[src/tsa_pkg.sv]
// Shared types and constants for the tangent space accumulator.
// Holds the command codes, state encodings and the controller to datapath
// command and status structs. No dependencies.
package tsa_pkg;

    localparam int IDX_W     = 10;
    localparam int S_TDATA_W = 288;
    localparam int S_TUSER_W = 2;
    localparam int M_TDATA_W = 208;

    typedef enum logic [1:0] {
        CMD_LOAD = 2'd0,
        CMD_TRI  = 2'd1,
        CMD_READ = 2'd2,
        CMD_NOP  = 2'd3
    } cmd_code_t;

    typedef enum logic [5:0] {
        S_IDLE, S_DECODE, S_LOAD,
        S_TRI_RD_A, S_TRI_RD_B, S_TRI_RD_C, S_TRI_DIFF,
        S_MUL_0, S_MUL_1, S_MUL_2, S_MUL_3, S_MUL_4,
        S_MUL_5, S_MUL_6, S_MUL_7, S_MUL_8, S_MUL_9,
        S_TN_GO, S_TN_WAIT, S_NN_GO, S_NN_WAIT,
        S_BT_0, S_BT_1, S_BT_2, S_BT_3, S_BT_4, S_BT_5, S_BT_6, S_BT_7,
        S_AC_RD_A, S_AC_WR_A, S_AC_RD_B, S_AC_WR_B, S_AC_RD_C, S_AC_WR_C,
        S_RS_RD, S_RT_GO, S_RT_WAIT, S_RB_GO, S_RB_WAIT, S_OUT
    } ctrl_state_t;

    typedef enum logic [2:0] {
        N_IDLE, N_SHIFT, N_SQUARE, N_SQRT, N_DIVIDE, N_DONE
    } norm_state_t;

    typedef enum logic [1:0] {
        IDX_A, IDX_B, IDX_C
    } idx_sel_t;

    typedef enum logic [1:0] {
        CAP_NONE, CAP_A, CAP_B, CAP_C
    } cap_sel_t;

    typedef enum logic [3:0] {
        M_NONE,
        M_DU1DV2, M_DU2DV1,
        M_DV2E1X, M_DV1E2X, M_DV2E1Y, M_DV1E2Y, M_DV2E1Z, M_DV1E2Z,
        M_N1T2, M_N2T1, M_N2T0, M_N0T2, M_N0T1, M_N1T0
    } mul_sel_t;

    typedef enum logic [1:0] {
        ACC_HOLD, ACC_LOAD, ACC_SUB
    } acc_op_t;

    typedef enum logic [3:0] {
        ST_NONE, ST_DET, ST_RAW0, ST_RAW1, ST_RAW2,
        ST_BT0, ST_BT1, ST_BT2, ST_T, ST_N, ST_BTN
    } st_sel_t;

    typedef enum logic [1:0] {
        NS_RAW, NS_NORMAL, NS_TSUM, NS_BSUM
    } norm_src_t;

    typedef struct packed {
        logic      latch;
        idx_sel_t  idx_sel;
        logic      load_wr;
        logic      sum_wr;
        cap_sel_t  cap;
        mul_sel_t  mul;
        acc_op_t   acc;
        st_sel_t   st;
        logic      norm_start;
        norm_src_t norm_src;
        logic      out_load;
    } dp_cmd_t;

    typedef struct packed {
        cmd_code_t cmd;
        logic      a_ok;
        logic      all_ok;
        logic      det_zero;
        logic      norm_done;
        logic      norm_nz;
        logic      out_free;
    } dp_stat_t;

endpackage

[src/tsa_ctrl.sv]
// Controller state machine of the tangent space accumulator. Sequences
// loads, triangle accumulation and reads through dp_cmd_t. Depends on tsa_pkg.
module tsa_ctrl
    import tsa_pkg::*;
(
    input  logic     clk,
    input  logic     rst_n,
    input  logic     s_tvalid,
    output logic     s_tready,
    input  dp_stat_t stat,
    output dp_cmd_t  cmd
);

    ctrl_state_t state_reg, state_next;

    always_comb
    begin
        state_next = state_reg;
        unique case (state_reg)
            S_IDLE: if (s_tvalid) state_next = S_DECODE;
            S_DECODE:
            begin
                unique case (stat.cmd)
                    CMD_LOAD: state_next = stat.a_ok ? S_LOAD : S_IDLE;
                    CMD_TRI:  state_next = stat.all_ok ? S_TRI_RD_A : S_IDLE;
                    CMD_READ: state_next = stat.a_ok ? S_RS_RD : S_OUT;
                    default:  state_next = S_IDLE;
                endcase
            end
            S_LOAD:     state_next = S_IDLE;
            S_TRI_RD_A: state_next = S_TRI_RD_B;
            S_TRI_RD_B: state_next = S_TRI_RD_C;
            S_TRI_RD_C: state_next = S_TRI_DIFF;
            S_TRI_DIFF: state_next = S_MUL_0;
            S_MUL_0:    state_next = S_MUL_1;
            S_MUL_1:    state_next = S_MUL_2;
            S_MUL_2:    state_next = S_MUL_3;
            S_MUL_3:    state_next = S_MUL_4;
            S_MUL_4:    state_next = S_MUL_5;
            S_MUL_5:    state_next = S_MUL_6;
            S_MUL_6:    state_next = S_MUL_7;
            S_MUL_7:    state_next = S_MUL_8;
            S_MUL_8:    state_next = S_MUL_9;
            // A zero UV determinant means a degenerate triangle.
            S_MUL_9:    state_next = stat.det_zero ? S_IDLE : S_TN_GO;
            S_TN_GO:    state_next = S_TN_WAIT;
            S_TN_WAIT:
            begin
                if (stat.norm_done)
                    state_next = stat.norm_nz ? S_NN_GO : S_IDLE;
            end
            S_NN_GO:    state_next = S_NN_WAIT;
            S_NN_WAIT:  if (stat.norm_done) state_next = S_BT_0;
            S_BT_0:     state_next = S_BT_1;
            S_BT_1:     state_next = S_BT_2;
            S_BT_2:     state_next = S_BT_3;
            S_BT_3:     state_next = S_BT_4;
            S_BT_4:     state_next = S_BT_5;
            S_BT_5:     state_next = S_BT_6;
            S_BT_6:     state_next = S_BT_7;
            S_BT_7:     state_next = S_AC_RD_A;
            S_AC_RD_A:  state_next = S_AC_WR_A;
            S_AC_WR_A:  state_next = S_AC_RD_B;
            S_AC_RD_B:  state_next = S_AC_WR_B;
            S_AC_WR_B:  state_next = S_AC_RD_C;
            S_AC_RD_C:  state_next = S_AC_WR_C;
            S_AC_WR_C:  state_next = S_IDLE;
            S_RS_RD:    state_next = S_RT_GO;
            S_RT_GO:    state_next = S_RT_WAIT;
            S_RT_WAIT:  if (stat.norm_done) state_next = S_RB_GO;
            S_RB_GO:    state_next = S_RB_WAIT;
            S_RB_WAIT:  if (stat.norm_done) state_next = S_OUT;
            S_OUT:      if (stat.out_free) state_next = S_IDLE;
            default:    state_next = S_IDLE;
        endcase
    end

    always_comb
    begin
        s_tready = 1'b0;
        cmd      = '0;
        unique case (state_reg)
            S_IDLE:
            begin
                s_tready  = 1'b1;
                cmd.latch = s_tvalid;
            end
            S_LOAD:     cmd.load_wr = 1'b1;
            S_TRI_RD_A: cmd.idx_sel = IDX_A;
            S_TRI_RD_B:
            begin
                cmd.idx_sel = IDX_B;
                cmd.cap     = CAP_A;
            end
            S_TRI_RD_C:
            begin
                cmd.idx_sel = IDX_C;
                cmd.cap     = CAP_B;
            end
            S_TRI_DIFF: cmd.cap = CAP_C;
            // Products land in the cycle after their operands are chosen.
            S_MUL_0: cmd.mul = M_DU1DV2;
            S_MUL_1: begin cmd.mul = M_DU2DV1; cmd.acc = ACC_LOAD; end
            S_MUL_2: begin cmd.mul = M_DV2E1X; cmd.acc = ACC_SUB;  end
            S_MUL_3: begin cmd.mul = M_DV1E2X; cmd.acc = ACC_LOAD; cmd.st = ST_DET;  end
            S_MUL_4: begin cmd.mul = M_DV2E1Y; cmd.acc = ACC_SUB;  end
            S_MUL_5: begin cmd.mul = M_DV1E2Y; cmd.acc = ACC_LOAD; cmd.st = ST_RAW0; end
            S_MUL_6: begin cmd.mul = M_DV2E1Z; cmd.acc = ACC_SUB;  end
            S_MUL_7: begin cmd.mul = M_DV1E2Z; cmd.acc = ACC_LOAD; cmd.st = ST_RAW1; end
            S_MUL_8: cmd.acc = ACC_SUB;
            S_MUL_9: cmd.st  = ST_RAW2;
            S_TN_GO:
            begin
                cmd.norm_start = 1'b1;
                cmd.norm_src   = NS_RAW;
            end
            S_TN_WAIT: if (stat.norm_done) cmd.st = ST_T;
            S_NN_GO:
            begin
                cmd.norm_start = 1'b1;
                cmd.norm_src   = NS_NORMAL;
            end
            S_NN_WAIT: if (stat.norm_done) cmd.st = ST_N;
            S_BT_0: cmd.mul = M_N1T2;
            S_BT_1: begin cmd.mul = M_N2T1; cmd.acc = ACC_LOAD; end
            S_BT_2: begin cmd.mul = M_N2T0; cmd.acc = ACC_SUB;  end
            S_BT_3: begin cmd.mul = M_N0T2; cmd.acc = ACC_LOAD; cmd.st = ST_BT0; end
            S_BT_4: begin cmd.mul = M_N0T1; cmd.acc = ACC_SUB;  end
            S_BT_5: begin cmd.mul = M_N1T0; cmd.acc = ACC_LOAD; cmd.st = ST_BT1; end
            S_BT_6: cmd.acc = ACC_SUB;
            S_BT_7: cmd.st  = ST_BT2;
            S_AC_RD_A: cmd.idx_sel = IDX_A;
            S_AC_WR_A: begin cmd.idx_sel = IDX_A; cmd.sum_wr = 1'b1; end
            S_AC_RD_B: cmd.idx_sel = IDX_B;
            S_AC_WR_B: begin cmd.idx_sel = IDX_B; cmd.sum_wr = 1'b1; end
            S_AC_RD_C: cmd.idx_sel = IDX_C;
            S_AC_WR_C: begin cmd.idx_sel = IDX_C; cmd.sum_wr = 1'b1; end
            S_RT_GO:
            begin
                cmd.norm_start = 1'b1;
                cmd.norm_src   = NS_TSUM;
            end
            S_RT_WAIT: if (stat.norm_done) cmd.st = ST_T;
            S_RB_GO:
            begin
                cmd.norm_start = 1'b1;
                cmd.norm_src   = NS_BSUM;
            end
            S_RB_WAIT: if (stat.norm_done) cmd.st = ST_BTN;
            S_OUT:     cmd.out_load = stat.out_free;
            default:
            begin
            end
        endcase
    end

    always_ff @(posedge clk or negedge rst_n)
    begin
        if (!rst_n)
        begin
            state_reg <= S_IDLE;
        end
        else
        begin
            state_reg <= state_next;
        end
    end

    // Each sum update reads in a read state and writes in the write state after it, so two
    // writes in a row would mean a corner read stale data.
    assert property (@(posedge clk) disable iff (!rst_n)
        cmd.sum_wr |=> !cmd.sum_wr)
        else $error("back to back sum writes");

    // The normalizer is always idle when it is started.
    assert property (@(posedge clk) disable iff (!rst_n)
        cmd.norm_start |-> !stat.norm_done)
        else $error("normalizer started while still finishing");

endmodule

[config.mk]
export PLATFORM = sky130hd
export DESIGN_NAME = tsa_ctrl
export DESIGN_NICKNAME = d
export VERILOG_FILES = /design/src/tsa_pkg.sv /design/src/tsa_ctrl.sv
export SDC_FILE = /design/constraint.sdc
export NUM_CORES = 1
export LEC_CHECK = 0
export ABC_AREA = 1
export BUFFER_PORTS_ARGS = -buffer_cell sky130_fd_sc_hd__buf_2
export CORE_ASPECT_RATIO = 1.2
export CORE_MARGIN = 10
export CORE_UTILIZATION = 53
export DETAILED_ROUTE_END_ITERATION = 10
export PLACE_DENSITY_LB_ADDON = 0.12
export SETUP_SLACK_MARGIN = 0.3
export SYNTH_ARGS = -nofsm -noshare
export SYNTH_HDL_FRONTEND = slang
export SYNTH_SLANG_ARGS = --single-unit
[constraint.sdc]
create_clock -name clk -period 1.66 [get_ports clk]
set_input_delay 0.332 -clock clk [delete_from_list [all_inputs] [get_ports clk]]
set_output_delay 0.332 -clock clk [all_outputs]
set_load 0.02 [all_outputs]
==> impl_metrics.yaml, run 1 <==
yosys:
  syn_area_um2: 1212
  syn_nets: 243
  synth_cell_types: 27
  synth_cells: 232
  synth_warnings: 0
  synth-seq-area-share: 0.1238
  ys_ff_latch: 6
  synth_area_per_cell_um2: 5.226
run_status:
  failed_stage: "clock tree synthesis (4_1_cts)"
  first-error: "[ERROR DPL-0038] Utilization greater than 100%, impossible to legalize"
  status: "aborted with a tool error"
floorplanning:
  start_util: 0.5727
  ios: 33
  rows: 18
  die_w_um: 63.66
  die_h_um: 72.40
place:
  dp.cells: 318
  place.gp.congestion: 0.9664
  pre_cts_ws_ps: -122.1
  hpwlAfterDp_um: 3889
  port_buffers: 32
clocking:
  cts_resized: 98
  cts.root.buffer_cell: "clkbuf_4"
  cts_hold_buf: 1
  clkSinkCount: 6
  clockBufferDepth: 2
  postCtsSetupBuffers: 34
  htreeDepth: 1
  cts_made_buffers: 3
cell usage after synthesis:
| library cell | instances | area (µm²) |
|---|---|---|
| nand2_1 | 76 | 285.3 |
| nand3_1 | 41 | 205.2 |
| nor2_1 | 29 | 108.9 |
| inv_1 | 28 | 105.1 |
| nand4_1 | 8 | 50.05 |
| dfrtp_1 | 6 | 150.1 |
| nor2_2 | 6 | 37.54 |
| inv_2 | 5 | 18.77 |
| nor2_4 | 5 | 56.30 |
| nand2_2 | 4 | 25.02 |
| o21ai_0 | 4 | 20.02 |
| a21oi_1 | 2 | 10.01 |
| buf_4 | 2 | 15.01 |
| nand3_2 | 2 | 20.02 |
| o21ai_1 | 2 | 10.01 |
| buf_2 | 1 | 5.000 |
| buf_6 | 1 | 11.26 |
| clkinv_1 | 1 | 3.750 |
| nand3b_1 | 1 | 7.510 |
| nor3_1 | 1 | 5.000 |
| nor3_4 | 1 | 16.27 |
| nor4_1 | 1 | 6.260 |
| o2111ai_1 | 1 | 8.760 |
| o211ai_1 | 1 | 7.510 |
| o21a_1 | 1 | 7.510 |
| o21ai_2 | 1 | 8.760 |
| o31ai_1 | 1 | 7.510 |
logic make-up after synthesis:
| kind of cell | after synthesis | synth area share |
|---|---|---|
| flops | 6 | 0.1238 |
| compound gates | 13 | 0.06606 |
| simple gates | 175 | 0.6791 |
| buf+inv | 38 | 0.1311 |
stage by stage:
| stage | utilization | cell area (µm²) |
|---|---|---|
| global placement | 0.8351 | 1768 |
| detailed placement | 0.8351 | 1768 |
| floorplan | - | 1361 |
==> run 2: changes to the inputs <==
--- a/config.mk
+++ b/config.mk
@@ -7,12 +7,10 @@
 export LEC_CHECK = 0
 export ABC_AREA = 1
 export BUFFER_PORTS_ARGS = -buffer_cell sky130_fd_sc_hd__buf_2
-export CORE_ASPECT_RATIO = 1.2
-export CORE_MARGIN = 10
-export CORE_UTILIZATION = 53
+export CORE_AREA = 10 10 71 73
 export DETAILED_ROUTE_END_ITERATION = 10
-export PLACE_DENSITY_LB_ADDON = 0.12
-export SETUP_SLACK_MARGIN = 0.3
+export DIE_AREA = 0 0 81 83
+export PLACE_DENSITY_LB_ADDON = 0.15
 export SYNTH_ARGS = -nofsm -noshare
 export SYNTH_HDL_FRONTEND = slang
 export SYNTH_SLANG_ARGS = --single-unit
==> run 2 against run 1 <==
Against the previous run: the flow now finishes, with violations (setup timing); synthesized cell count stayed put; area after synthesis is the same.
==> impl_metrics.yaml, run 2 <==
run_status:
  status: "complete, but fails checks"
  violations: "setup timing"
route:
  vias: 1912
  routed_wl_um: 5930
  drt_pass1_iterations: 4
  via_per_inst: 5.058
  drtIter0Drc: 216
  drc: 0
  wl_per_cell_um: 15.69
  wl_met3_um: 335
  drtAntennaViolNets: 0
  routed-wl-met2_um: 2862
  m1WireLength_um: 2540
  routed.top_layer: "met4"
sta:
  rsz0062_at_grt: "true"
  drv_slew: 0
  fin_skew_ps: 1.918
  slew_headroom: 0.7956
  hold_viol: 0
  worstMarginPinSlew_ps: 305.7
  period_minus_slack_ps: 1924
  fmax_ghz: 0.5198
  min_period_over_period: 1.159
  finalSetupViolations: 27
  setup_ws_ps: -263.9
pwr:
  finalPower_mw: 3.646
  power.leakage_nw: 1.382
  vdd_drop_max_mv: 1.073
  power_density_nw_per_um2: 1458
floorplanning:
  die_h_um: 83
  die_w_um: 81
  dieArea_um2: 6723
  core_um2: 3633
  start_util: 0.3337
  ios: 33
  rows: 22
grt:
  antenna_found_initial: 0
  grt_pass1_wl_um: 8963
  overflow: 0
  grt_pass1_vias: 1920
  grtUsageTotal: 0.1599
  grt_max_degree: 14
final_layout:
  drive_above_1_share: 0.5788
  fin_nets: 343
  diodes: 0
  post-route-util: 0.6884
  final_cell_mix: "nand2_1, buf_4, buf_6"
  largest_reg_flops: 6
  syn2layout_area_growth_pct: 106.3
  final_area_um2: 2501
  fillers: 307
clocking:
  clockBufferDepth: 2
  path_clk_slew_ps: 40
  clock_latency_ps: 220
  cts_tree: "done"
  htreeDepth: 1
  clkSinkCount: 6
  cts.root.buffer_cell: "clkbuf_8"
  cts_made_buffers: 3
yosys:
  yosysTopAreaCell: "nand2_1"
  synth_edf_count: 0
  synth-seq-area-share: 0.1238
  synth_warnings: 0
  synth_cell_types: 27
  yosysMostFrequentCell: "nand2_1"
  synthTopCellsByCount: "nand2_1, nand3_1, nor2_1, inv_1, nand4_1"
  ys_ff_latch: 6
  synth.area.top_cells: "nand2_1, nand3_1, dfrtp_1"
  async_flop_share: 1.000
  syn_area_um2: 1212
  ys.flop_type: "dfrtp_1"
  synth_top_area_share: 0.2353
  synth_area_per_cell_um2: 5.226
  syn_nets: 243
  synth_cells: 232
place:
  port_buffers: 32
  place.gp.congestion: 0.9161
  place_area_um2: 1719
  pre_cts_ws_ps: -98.16
  hpwlAfterDp_um: 4072
worst_setup_path:
  r2r_cells: 13
  worst-path-stages: 7
  cp.arrival_ps: 1590
  cp_max_fo: 6
  cp_top_family: "simple AND/OR/NAND/NOR gates"
  end_kind: "output port"
  cp-start-kind: "flop"
  required_ps: 1330
  max_stage_delay_ps: 500
  cpMostUsedCell: "nor2_4"
  r2r_start: "state_reg[0]"
  startpoint: "state_reg[0]"
  critical_path_class: "flop to output port"
  path_buf_inv: 1
  path_cells: "nand2_2, nor2_4, nand2_1, nand2_4, nor2_4, nand4_1, buf_6"
  cp_slowest_cell: "dfrtp_2"
run:
  cap_viol_max_count: 0
min_path:
  holdCritPathClass: "input pin to async pin"
-- run 2: cell counts after synthesis --
Identical to the previous run, type by type.
-- run 2: cell families (layout without fill, tap and decap cells) --
family	count (synthesis)	in the layout	share of synthesized area
compound gates	13	13	0.06606
buf+inv	38	135	0.1311
flops	6	6	0.1238
simple gates	175	176	0.6791
-- run 2: worst reg2reg max path: stages, from the launching register on --
cell and delay (ps):
dfrtp_2 500, nor2_4 90, buf_6 140, buf_4 130
nand3_2 110, nand2_2 70, buf_4 130, buf_4 120
nor2_1 90, nand2_1 50, nor2_1 80, nand2_1 90
nand2_1 70, nand2_1 40
-- run 2: metrics by stage --
| step | hold WS [ps] | std cells | TNS (ps) |
|---|---|---|---|
| 6_report | 457.2 | 378 | -4185 |
| 5_1_grt | 478.7 | 378 | -6394 |
| 4_1_cts | 468.2 | 370 | -2986 |
| 3_5_place_dp | 163.5 | 349 | -823.9 |
| 3_3_place_gp | 161.7 | 349 | -975.9 |
| 2_1_floorplan | 36.41 | 232 | 0 |
-- run 2: timing repair --
| action | CTS | global route |
|---|---|---|
| pin swaps | 25 | 24 |
| setup endpoints to repair | 27 | 28 |
| hold buffers | 1 | 0 |
| gates resized for setup | 107 | 43 |
| endpoints found under the hold margin | 6 | 0 |
| setup buffers | 15 | 10 |
| gates cloned | 2 | 0 |
-- run 2: cell type report --
| type | instances | area (µm²) | share of cell area |
|---|---|---|---|
| Clock buffer | 3 | 41.29 | 0.01651 |
| Inverter | 34 | 152.6 | 0.06103 |
| Multi-Input combinational cell | 189 | 1237 | 0.4947 |
| Sequential cell | 6 | 156.4 | 0.06253 |
| Tap cell | 48 | 60.06 | 0.02401 |
| Timing Repair Buffer | 98 | 853.3 | 0.3412 |
-- run 2: final timing paths --
kind / endpoint / slack [ps]
min: state_reg[3] / 460
min in group clk: state_reg[3] / 510
min reg2reg: state_reg[5] / 690
max: cmd[13] / -260
max in group asynchronous: state_reg[0] / 1050
max reg2reg: state_reg[0] / -160
-- run 2: where the power goes --
part | internal, mW | total [mW] | switching, mW
logic | 1.38 | 3.08 | 1.70
clock network | 0.155 | 0.214 | 0.0590
registers | 0.213 | 0.351 | 0.139
-- run 2: metal layers --
metal / up-vias / global-route usage
met5: - / 0
met4: 0 / 0.05790
met3: 16 / 0.03017
met2: 69 / 0.2651
met1: 881 / 0.1959
li1: 946 / -
Power figures use the tool's default switching activity.
